--- src/rtl/dfa_pkg.sv ---
// ----------------------------------------------------------------------------
// dfa_pkg: shared types and constants for the DFA word acceptor
//
// Item and result formats, table geometry, item and result codes, sequencer
// states and the edge table request and response structs.
// ----------------------------------------------------------------------------
package dfa_pkg;

    localparam int NUM_STATES = 16;
    localparam int ST_W       = 4;                         // state field width
    localparam int SYM_W      = 8;
    localparam int IDX_W      = (NUM_STATES > 1) ? $clog2(NUM_STATES) : 1;
    localparam int CNT_W      = IDX_W + 1;                 // holds NUM_STATES itself
    localparam int TBL_DEPTH  = NUM_STATES * NUM_STATES;
    localparam int ADDR_W     = $clog2(TBL_DEPTH);

    localparam logic [1:0] KIND_EDGE   = 2'd0;
    localparam logic [1:0] KIND_FINAL  = 2'd1;
    localparam logic [1:0] KIND_SYMBOL = 2'd2;
    localparam logic [1:0] KIND_END    = 2'd3;

    localparam logic RES_STEP    = 1'b0;
    localparam logic RES_VERDICT = 1'b1;

    typedef enum logic [1:0] {
        ST_IDLE,
        ST_SCAN,
        ST_EMIT
    } state_t;

    typedef struct packed {
        logic [1:0]       kind;
        logic [ST_W-1:0]  from_state;
        logic [ST_W-1:0]  to_state;
        logic [SYM_W-1:0] symbol;
        logic             is_final;
    } in_item_t;

    typedef struct packed {
        logic             result_kind;
        logic [ST_W-1:0]  path_state;
        logic             dead;
        logic             accepted;
    } out_item_t;

    typedef struct packed {
        logic              en;
        logic [ADDR_W-1:0] addr;
        logic [SYM_W-1:0]  label;
    } edge_wr_t;

    typedef struct packed {
        logic              en;
        logic [ADDR_W-1:0] addr;
    } edge_rd_req_t;

    typedef struct packed {
        logic             valid;
        logic [SYM_W-1:0] label;
    } edge_rd_t;

endpackage

--- src/rtl/dfa_ram.sv ---
// ----------------------------------------------------------------------------
// dfa_ram: generic single-port-write, single-port-read RAM
//
// One write and one registered read per cycle.
// ----------------------------------------------------------------------------
module dfa_ram #(
    parameter int WIDTH = 8,
    parameter int DEPTH = 256
) (
    input  logic                     aclk,
    input  logic                     wr_en,
    input  logic [$clog2(DEPTH)-1:0] wr_addr,
    input  logic [WIDTH-1:0]         wr_data,
    input  logic                     rd_en,
    input  logic [$clog2(DEPTH)-1:0] rd_addr,
    output logic [WIDTH-1:0]         rd_data
);

    logic [WIDTH-1:0] mem [DEPTH];
    logic [WIDTH-1:0] rd_data_reg;

    always_ff @(posedge aclk) begin
        if (wr_en) begin
            mem[wr_addr] <= wr_data;
        end
        if (rd_en) begin
            rd_data_reg <= mem[rd_addr];
        end
    end

    assign rd_data = rd_data_reg;

endmodule

--- src/rtl/dfa_edge_tbl.sv ---
// ----------------------------------------------------------------------------
// dfa_edge_tbl: transition table of edge labels with per-entry valid bits
//
// Labels sit in RAM; valid bits sit in flops that reset clears, so an entry
// that was never written reads as no edge. Read data is registered.
// ----------------------------------------------------------------------------
module dfa_edge_tbl (
    input  logic                  aclk,
    input  logic                  aresetn,
    input  dfa_pkg::edge_wr_t     wr,
    input  dfa_pkg::edge_rd_req_t rd_req,
    output dfa_pkg::edge_rd_t     rd
);

    logic [dfa_pkg::TBL_DEPTH-1:0] valid_reg;
    logic                          rd_valid_reg;
    logic [dfa_pkg::SYM_W-1:0]     rd_label;

    always_ff @(posedge aclk) begin
        if (!aresetn) begin
            valid_reg <= '0;
        end else if (wr.en) begin
            valid_reg[wr.addr] <= 1'b1;
        end
    end

    always_ff @(posedge aclk) begin
        if (rd_req.en) begin
            rd_valid_reg <= valid_reg[rd_req.addr];
        end
    end

    dfa_ram #(
        .WIDTH (dfa_pkg::SYM_W),
        .DEPTH (dfa_pkg::TBL_DEPTH)
    ) u_label_ram (
        .aclk    (aclk),
        .wr_en   (wr.en),
        .wr_addr (wr.addr),
        .wr_data (wr.label),
        .rd_en   (rd_req.en),
        .rd_addr (rd_req.addr),
        .rd_data (rd_label)
    );

    assign rd.valid = rd_valid_reg;
    assign rd.label = rd_label;

endmodule

--- src/rtl/dfa_word_acceptor.sv ---
// ----------------------------------------------------------------------------
// dfa_word_acceptor: finite automaton acceptor with a loadable edge table
//
// Items write an edge, mark a final state, feed one word symbol or end the
// word. A symbol scans the current state's row for the lowest target whose
// edge carries it; end of word reports the verdict and restarts the word.
// ----------------------------------------------------------------------------
//
//   channel  dir  ports                         payload
//   -------  ---  ----------------------------  ------------------------------
//   input    in   s_valid / s_ready / s_data    kind, from/to state, symbol, final
//   result   out  m_valid / m_ready / m_data    result kind, path state, dead, verdict
//   config   in   cfg_valid / cfg_ready / data  start_state (4 bits)
//
// Edge writes and final marks are done when taken, in the idle step; end of word
// goes through the emit step. A symbol scans the row with one compare per row entry in the
// shared label compare, set by the single read port of the edge table RAM.
// Reset clears the edge valid bits and the final set at once; no sweep.
// A result waiting on m_ready does not block new items until the next result
// is ready to leave; the sequencer then holds in its emit step.
// ----------------------------------------------------------------------------
module dfa_word_acceptor (
    input  logic               aclk,
    input  logic               aresetn,

    input  logic               s_valid,
    output logic               s_ready,
    input  dfa_pkg::in_item_t  s_data,

    output logic               m_valid,
    input  logic               m_ready,
    output dfa_pkg::out_item_t m_data,

    input  logic               cfg_valid,
    output logic               cfg_ready,
    input  logic [3:0]         cfg_data
);

    dfa_pkg::state_t                state_reg, state_next;
    logic [dfa_pkg::ST_W-1:0]       start_reg;
    logic [dfa_pkg::ST_W-1:0]       cur_reg, cur_next;
    logic                           dead_reg, dead_next;
    logic [dfa_pkg::NUM_STATES-1:0] final_reg, final_next;
    logic [dfa_pkg::SYM_W-1:0]      sym_reg, sym_next;
    logic [dfa_pkg::CNT_W-1:0]      issue_reg, issue_next;
    logic [dfa_pkg::IDX_W-1:0]      cmp_idx_reg, cmp_idx_next;
    logic                           cmp_vld_reg, cmp_vld_next;
    dfa_pkg::out_item_t             res_reg, res_next;
    logic                           m_valid_reg, m_valid_next;
    dfa_pkg::out_item_t             m_data_reg, m_data_next;

    dfa_pkg::edge_wr_t              tbl_wr;
    dfa_pkg::edge_rd_req_t          tbl_rd_req;
    dfa_pkg::edge_rd_t              tbl_rd;

    logic                           s_xfer;
    logic                           cur_ok;
    logic                           cur_final;
    logic                           match;
    logic                           row_done;

    assign s_ready   = (state_reg == dfa_pkg::ST_IDLE);
    assign s_xfer    = s_valid && s_ready;
    assign cfg_ready = 1'b1;
    assign m_valid   = m_valid_reg;
    assign m_data    = m_data_reg;

    assign cur_ok    = int'(cur_reg) < dfa_pkg::NUM_STATES;
    assign cur_final = cur_ok && final_reg[dfa_pkg::IDX_W'(cur_reg)];

    // The shared compare: table entry returned this cycle against the symbol.
    assign match     = cmp_vld_reg && tbl_rd.valid && (tbl_rd.label == sym_reg);
    assign row_done  = cmp_vld_reg &&
                       (int'(cmp_idx_reg) == dfa_pkg::NUM_STATES - 1);

    dfa_edge_tbl u_edge_tbl (
        .aclk    (aclk),
        .aresetn (aresetn),
        .wr      (tbl_wr),
        .rd_req  (tbl_rd_req),
        .rd      (tbl_rd)
    );

    always_ff @(posedge aclk) begin
        if (!aresetn) begin
            state_reg   <= dfa_pkg::ST_IDLE;
            start_reg   <= '0;
            cur_reg     <= '0;
            dead_reg    <= 1'b0;
            final_reg   <= '0;
            issue_reg   <= '0;
            cmp_vld_reg <= 1'b0;
            m_valid_reg <= 1'b0;
        end else begin
            state_reg   <= state_next;
            if (cfg_valid && cfg_ready) begin
                start_reg <= cfg_data;
            end
            cur_reg     <= cur_next;
            dead_reg    <= dead_next;
            final_reg   <= final_next;
            issue_reg   <= issue_next;
            cmp_vld_reg <= cmp_vld_next;
            m_valid_reg <= m_valid_next;
        end
    end

    // Payload registers: no reset.
    always_ff @(posedge aclk) begin
        sym_reg     <= sym_next;
        cmp_idx_reg <= cmp_idx_next;
        res_reg     <= res_next;
        m_data_reg  <= m_data_next;
    end

    always_comb begin
        state_next   = state_reg;
        cur_next     = cur_reg;
        dead_next    = dead_reg;
        final_next   = final_reg;
        sym_next     = sym_reg;
        issue_next   = issue_reg;
        cmp_idx_next = cmp_idx_reg;
        cmp_vld_next = 1'b0;
        res_next     = res_reg;
        m_data_next  = m_data_reg;
        m_valid_next = m_valid_reg && !m_ready;

        tbl_wr.en     = 1'b0;
        tbl_wr.addr   = dfa_pkg::ADDR_W'(int'(s_data.from_state) * dfa_pkg::NUM_STATES
                                         + int'(s_data.to_state));
        tbl_wr.label  = s_data.symbol;
        tbl_rd_req.en   = 1'b0;
        tbl_rd_req.addr = dfa_pkg::ADDR_W'(int'(cur_reg) * dfa_pkg::NUM_STATES
                                           + int'(issue_reg[dfa_pkg::IDX_W-1:0]));

        unique case (state_reg)
            dfa_pkg::ST_IDLE: begin
                if (s_xfer) begin
                    unique case (s_data.kind)
                        dfa_pkg::KIND_EDGE: begin
                            // Drop edges that name a state outside the table.
                            tbl_wr.en = (int'(s_data.from_state) < dfa_pkg::NUM_STATES) &&
                                        (int'(s_data.to_state) < dfa_pkg::NUM_STATES);
                        end
                        dfa_pkg::KIND_FINAL: begin
                            if (int'(s_data.from_state) < dfa_pkg::NUM_STATES) begin
                                final_next[dfa_pkg::IDX_W'(s_data.from_state)] =
                                    s_data.is_final;
                            end
                        end
                        dfa_pkg::KIND_SYMBOL: begin
                            res_next.result_kind = dfa_pkg::RES_STEP;
                            res_next.path_state  = cur_reg;
                            res_next.dead        = 1'b1;
                            res_next.accepted    = 1'b0;
                            if (dead_reg) begin
                                state_next = dfa_pkg::ST_EMIT;
                            end else if (!cur_ok) begin
                                // No row to scan: the word dies here.
                                dead_next  = 1'b1;
                                state_next = dfa_pkg::ST_EMIT;
                            end else begin
                                sym_next   = s_data.symbol;
                                issue_next = '0;
                                state_next = dfa_pkg::ST_SCAN;
                            end
                        end
                        dfa_pkg::KIND_END: begin
                            res_next.result_kind = dfa_pkg::RES_VERDICT;
                            res_next.path_state  = cur_reg;
                            res_next.dead        = dead_reg;
                            res_next.accepted    = !dead_reg && cur_final;
                            cur_next   = start_reg;
                            dead_next  = 1'b0;
                            state_next = dfa_pkg::ST_EMIT;
                        end
                        default: begin
                        end
                    endcase
                end
            end

            dfa_pkg::ST_SCAN: begin
                // Issue the next row entry while comparing the previous one.
                if (int'(issue_reg) < dfa_pkg::NUM_STATES) begin
                    tbl_rd_req.en = 1'b1;
                    cmp_vld_next  = 1'b1;
                    cmp_idx_next  = issue_reg[dfa_pkg::IDX_W-1:0];
                    issue_next    = issue_reg + 1'b1;
                end
                if (match) begin
                    cur_next             = dfa_pkg::ST_W'(cmp_idx_reg);
                    res_next.result_kind = dfa_pkg::RES_STEP;
                    res_next.path_state  = dfa_pkg::ST_W'(cmp_idx_reg);
                    res_next.dead        = 1'b0;
                    res_next.accepted    = 1'b0;
                    cmp_vld_next         = 1'b0;
                    state_next           = dfa_pkg::ST_EMIT;
                end else if (row_done) begin
                    // Hold the state and mark the word dead.
                    dead_next            = 1'b1;
                    res_next.result_kind = dfa_pkg::RES_STEP;
                    res_next.path_state  = cur_reg;
                    res_next.dead        = 1'b1;
                    res_next.accepted    = 1'b0;
                    cmp_vld_next         = 1'b0;
                    state_next           = dfa_pkg::ST_EMIT;
                end
            end

            dfa_pkg::ST_EMIT: begin
                // Advance the result into the output register once it is free.
                if (!m_valid_reg || m_ready) begin
                    m_data_next  = res_reg;
                    m_valid_next = 1'b1;
                    state_next   = dfa_pkg::ST_IDLE;
                end
            end

            default: begin
                state_next = dfa_pkg::ST_IDLE;
            end
        endcase
    end

    // ------------------------------------------------------------------------
    // Assertions
    // ------------------------------------------------------------------------
    a_match_emits: assert property (@(posedge aclk) disable iff (!aresetn)
        (state_reg == dfa_pkg::ST_SCAN && match) |=> (state_reg == dfa_pkg::ST_EMIT))
        else $error("scan hit did not move to emit");

    a_issue_bound: assert property (@(posedge aclk) disable iff (!aresetn)
        (state_reg == dfa_pkg::ST_SCAN) |-> (int'(issue_reg) <= dfa_pkg::NUM_STATES))
        else $error("row scan issued past the end of the row");

    a_step_verdict: assert property (@(posedge aclk) disable iff (!aresetn)
        m_valid_reg |-> !(m_data_reg.accepted &&
                          (m_data_reg.dead || m_data_reg.result_kind == dfa_pkg::RES_STEP)))
        else $error("accepted flag set on a step or a dead word");

    a_edge_one_cycle: assert property (@(posedge aclk) disable iff (!aresetn)
        (s_xfer && (s_data.kind == dfa_pkg::KIND_EDGE || s_data.kind == dfa_pkg::KIND_FINAL))
        |=> (state_reg == dfa_pkg::ST_IDLE && $stable(m_valid_reg) || $past(m_ready)))
        else $error("table update did not complete in one cycle");

endmodule

--- config.mk ---
export PLATFORM = sky130hd
export DESIGN_NAME = dfa_word_acceptor
export DESIGN_NICKNAME = d
export VERILOG_FILES = /design/src/rtl/dfa_pkg.sv /design/src/rtl/dfa_ram.sv /design/src/rtl/dfa_edge_tbl.sv /design/src/rtl/dfa_word_acceptor.sv
export SDC_FILE = /design/constraint.sdc
export NUM_CORES = 2
export LEC_CHECK = 0
export ABC_AREA = 1
export BUFFER_PORTS_ARGS = -buffer_cell sky130_fd_sc_hd__buf_2
export CORE_MARGIN = 2
export CORE_UTILIZATION = 39
export DETAILED_ROUTE_END_ITERATION = 8
export GPL_TIMING_DRIVEN = 0
export PLACE_DENSITY = 0.63
export SETUP_SLACK_MARGIN = 0.2
export SYNTH_ARGS = -nofsm -noshare
export SYNTH_HDL_FRONTEND = slang
export SYNTH_SLANG_ARGS = --single-unit
--- constraint.sdc ---
create_clock -name aclk -period 3.6 [get_ports aclk]
set_input_delay 0.18 -clock aclk [delete_from_list [all_inputs] [get_ports aclk]]
set_output_delay 0.18 -clock aclk [all_outputs]
set_load 0.1 [all_outputs]
==> flow_summary.toml <==
[critical_path]
worst_path_max_delay_cell = "clkdlybuf4s15_1"
max_stage_delay_ns = 0.82
crit_arrival_ns = 4.32
path_class = "flop to flop"
crit_path_frequent_cell = "nand3_1"
timing.critical_path.buf_inv = 2
crit_path_max_fanout = 10
start_kind = "flop"
end_kind = "flop"
crit_chain = "buf_2 > clkdlybuf4s15_1 > nand3_1 > nand3_1 > nand2_1 > nand3_1 > nand3_1 > nand3_4 > nand2_2"
critPathTopFamily = "simple AND/OR/NAND/NOR gates"
cp.required_ns = 4.28

[sta]
max-slew-margin-rel_pct = -5.66
setup_ws_ns = -0.0402
grt_setup_unrepaired = "yes"
finalSetupViolCount = 1
hold_viol_final = 0
min_period_ns = 3.64
post-route-period-util_pct = 101
drv_slew = 21
worst_pin_slew_ns = 1.58
finalClockSkew_ns = 0.0726
fmax_mhz = 275

[place]
dp_hpwl_um = 341000
routabilityCongestion = 1.01
port-buffer-count = 35
dp.cells = 13200

[synth]
yosys_most_used_dff = "edfxtp_1"
synth_edf_count = 2083
synth_top_area_share_pct = 63.3
yosys.area.top_type = "edfxtp_1"
syn_area_um2 = 98800
avgSynthCellArea_um2 = 10.2
ys_types = 34
ys_top_cells_by_count = "nand2_1 (2,458), edfxtp_1 (2,083), nor2_1 (1,841)"
synthCells = 9693
synth_seq_cells = 2373
ys_async_sr_fraction_pct = 0
netlist_top_cells_area = "edfxtp_1 (63%), nand2_1 (9.3%), nor2_1 (7.0%), dfxtp_1 (5.9%), nand3_1 (5.3%)"
synth.most_common_cell = "nand2_1"
yosysSeqAreaShare_pct = 69.2
syn-num-nets = 9722
synth_warnings = 0

[finish]
drive_gt1_share_pct = 11.9
nFillCells = 23300
largest_reg_flops = 2048
area_delta_synth_final_pct = 17.1
utilization_pct = 46.0
multi_input_area_um2 = 26400
fin_cells = 13700
final-seq-area_um2 = 68400
layout.nets = 10200

[hold_path]
hold_class = "primary input to flop"

[floorplanning]
dieArea_um2 = 257000
rows = 184
die_x_um = 507
die_h_um = 507
pin_count = 38
coreArea_um2 = 252000
initial_core_util_pct = 39.3

[drt]
avgRoutedWirePerCell_um = 34.6
detail-route-antenna-nets = 0
drt-total-wl_um = 475000
vias = 79200
viasPerCell = 5.78
drt_pass1_iterations = 9
drc = 0
drt_iter0_drc = 13900

[global_route]
grtUsageTotal_pct = 35.9
grt_pass1_wl_um = 619000
grt_overflow = 0
antenna_found_initial = 41
grt_pass1_vias = 70900
grt_max_degree = 124

[power_and_ir_drop]
clockPowerShare_pct = 37.5
swShare_pct = 32.8
switchingPower_uw = 23800
comb_power_share_pct = 21.1
p_int_uw = 48900
power_density_nw_per_um2 = 629
peakVddDrop_mv = 0.604
p_leak_uw = 0.0431
pwr-share-seq_pct = 41.4

[clock_network]
insertion_delay_ns = 1.01
cts-buffers-inserted = 276
clock_sinks = 2373
cts_tree = "yes"
clk_path_buf_depth = 4
clk_pin_slew_worst_paths_ns = 0.05
ctsRootBufferMaster = "clkbuf_16"
htreeDepth = 5

[status]
violations = "capacitance limit, slew limit, setup timing"
status = "finished with violations"

[job]
drv_cap = 2
-- cells in the final DEF (no fill, tap or decap), types with 17 or more instances in the layout --
cell type	Yosys	final
a21oi_1	178	168
buf_1	76	29
buf_16	0	20
buf_2	213	139
buf_4	12	87
buf_6	20	70
buf_8	0	59
clkbuf_1	242	192
clkbuf_16	0	284
clkbuf_2	0	109
clkbuf_4	0	32
clkbuf_8	0	17
clkinv_1	1	47
clkinv_2	0	31
dfxtp_1	290	288
diode_2	0	21
dlygate4sd3_1	0	43
edfxtp_1	2083	2083
inv_1	644	644
nand2_1	2458	2449
nand3_1	1051	1020
nand3_2	0	26
nor2_1	1841	1629
nor2_2	28	188
nor2_4	1	53
o211ai_1	47	47
o21ai_0	431	431
or2_2	29	29
-- path summary, 6_finish.rpt --
kind	startpoint	end	slack (ns)	cells past startpoint
worst max register to register	issue_reg[2]	u_edge_tbl.u_label_ram.rd_data[0]	-0.04	9
worst min-delay path	cfg_valid	start_reg[2]	0.05	4
worst min register to register	res_reg[6]	m_data[6]	0.42	0
worst max-delay path	issue_reg[2]	u_edge_tbl.u_label_ram.rd_data[0]	-0.04	9
-- kinds of logic after synthesis --
logic type	Yosys count	synth area share, %
xor gates and xnor gates	4	0.0355
other	1	0.00380
AOI/OAI and AO/OA	673	3.55
DFF	2373	69.2
buffers and inverters	1224	5.12
and+or+nand+nor	5417	22.1
adders and majority gates	1	0.0127
-- worst min-delay path, delay by kind of cell --
kind / cells / cell delay [ns]
buffers and inverters: 3 / 0.71
AOI/OAI and AO/OA: 1 / 0.13
-- power groups by stage --
stage | registers, uW | logic, uW | clock network [uW]
4_1_cts | 30100 | 14500 | 27200
3_3_place_gp | 30800 | 13800 | 0
5_1_grt | 30100 | 15400 | 28300
6_report | 30100 | 15400 | 27200
2_1_floorplan | 30700 | 6160 | 0
3_5_place_dp | 30700 | 14000 | 0
-- metal layers --
layer	up-vias	global-route usage, %	share of wire, %	wire length (um)
met5	-	0	0.0089	42
met4	6	25.0	8.1	38300
met3	1257	8.39	12	57000
met2	6079	52.1	42	201000
met1	38800	47.7	38	178000
li1	33100	-	-	-
-- final cells by class --
type | count | area share, %
clock inverters | 106 | 0.781
diodes | 21 | 0.0454
flip-flops and latches | 2373 | 59.1
well taps | 3348 | 3.62
clock buffers | 371 | 6.56
inverters | 661 | 2.15
multi-input cells | 6096 | 22.9
repair buffers | 163 | 1.87
plain buffers | 563 | 2.99
-- what timing repair did --
action                                 in CTS  in global routing
gates resized for setup                   541                157
setup buffers                               0                  8
cloned                                      0                  0
hold buffers                               43                  0
endpoints found under the hold margin     739                  0
setup endpoints to repair                 836                791
pin swaps                                   1                  9
-- per-stage QoR --
step                      total power [uW]  cell area [um2]  worst slack, ns  TNS [ns]  hold WS [ns]
after CTS                            71800           115000           -0.182     -4.08       0.00646
after global placement               44600           103000            -1.94  -3589.49         0.411
after global routing                 73800           116000           0.0717         0        0.0911
final                                72700           116000          -0.0402   -0.0402        0.0464
after detailed placement             44600           105000            -1.06    -28.03         0.405
after floorplan                      36900            98800             1.02         0         0.279
Power figures use the tool's default switching activity.
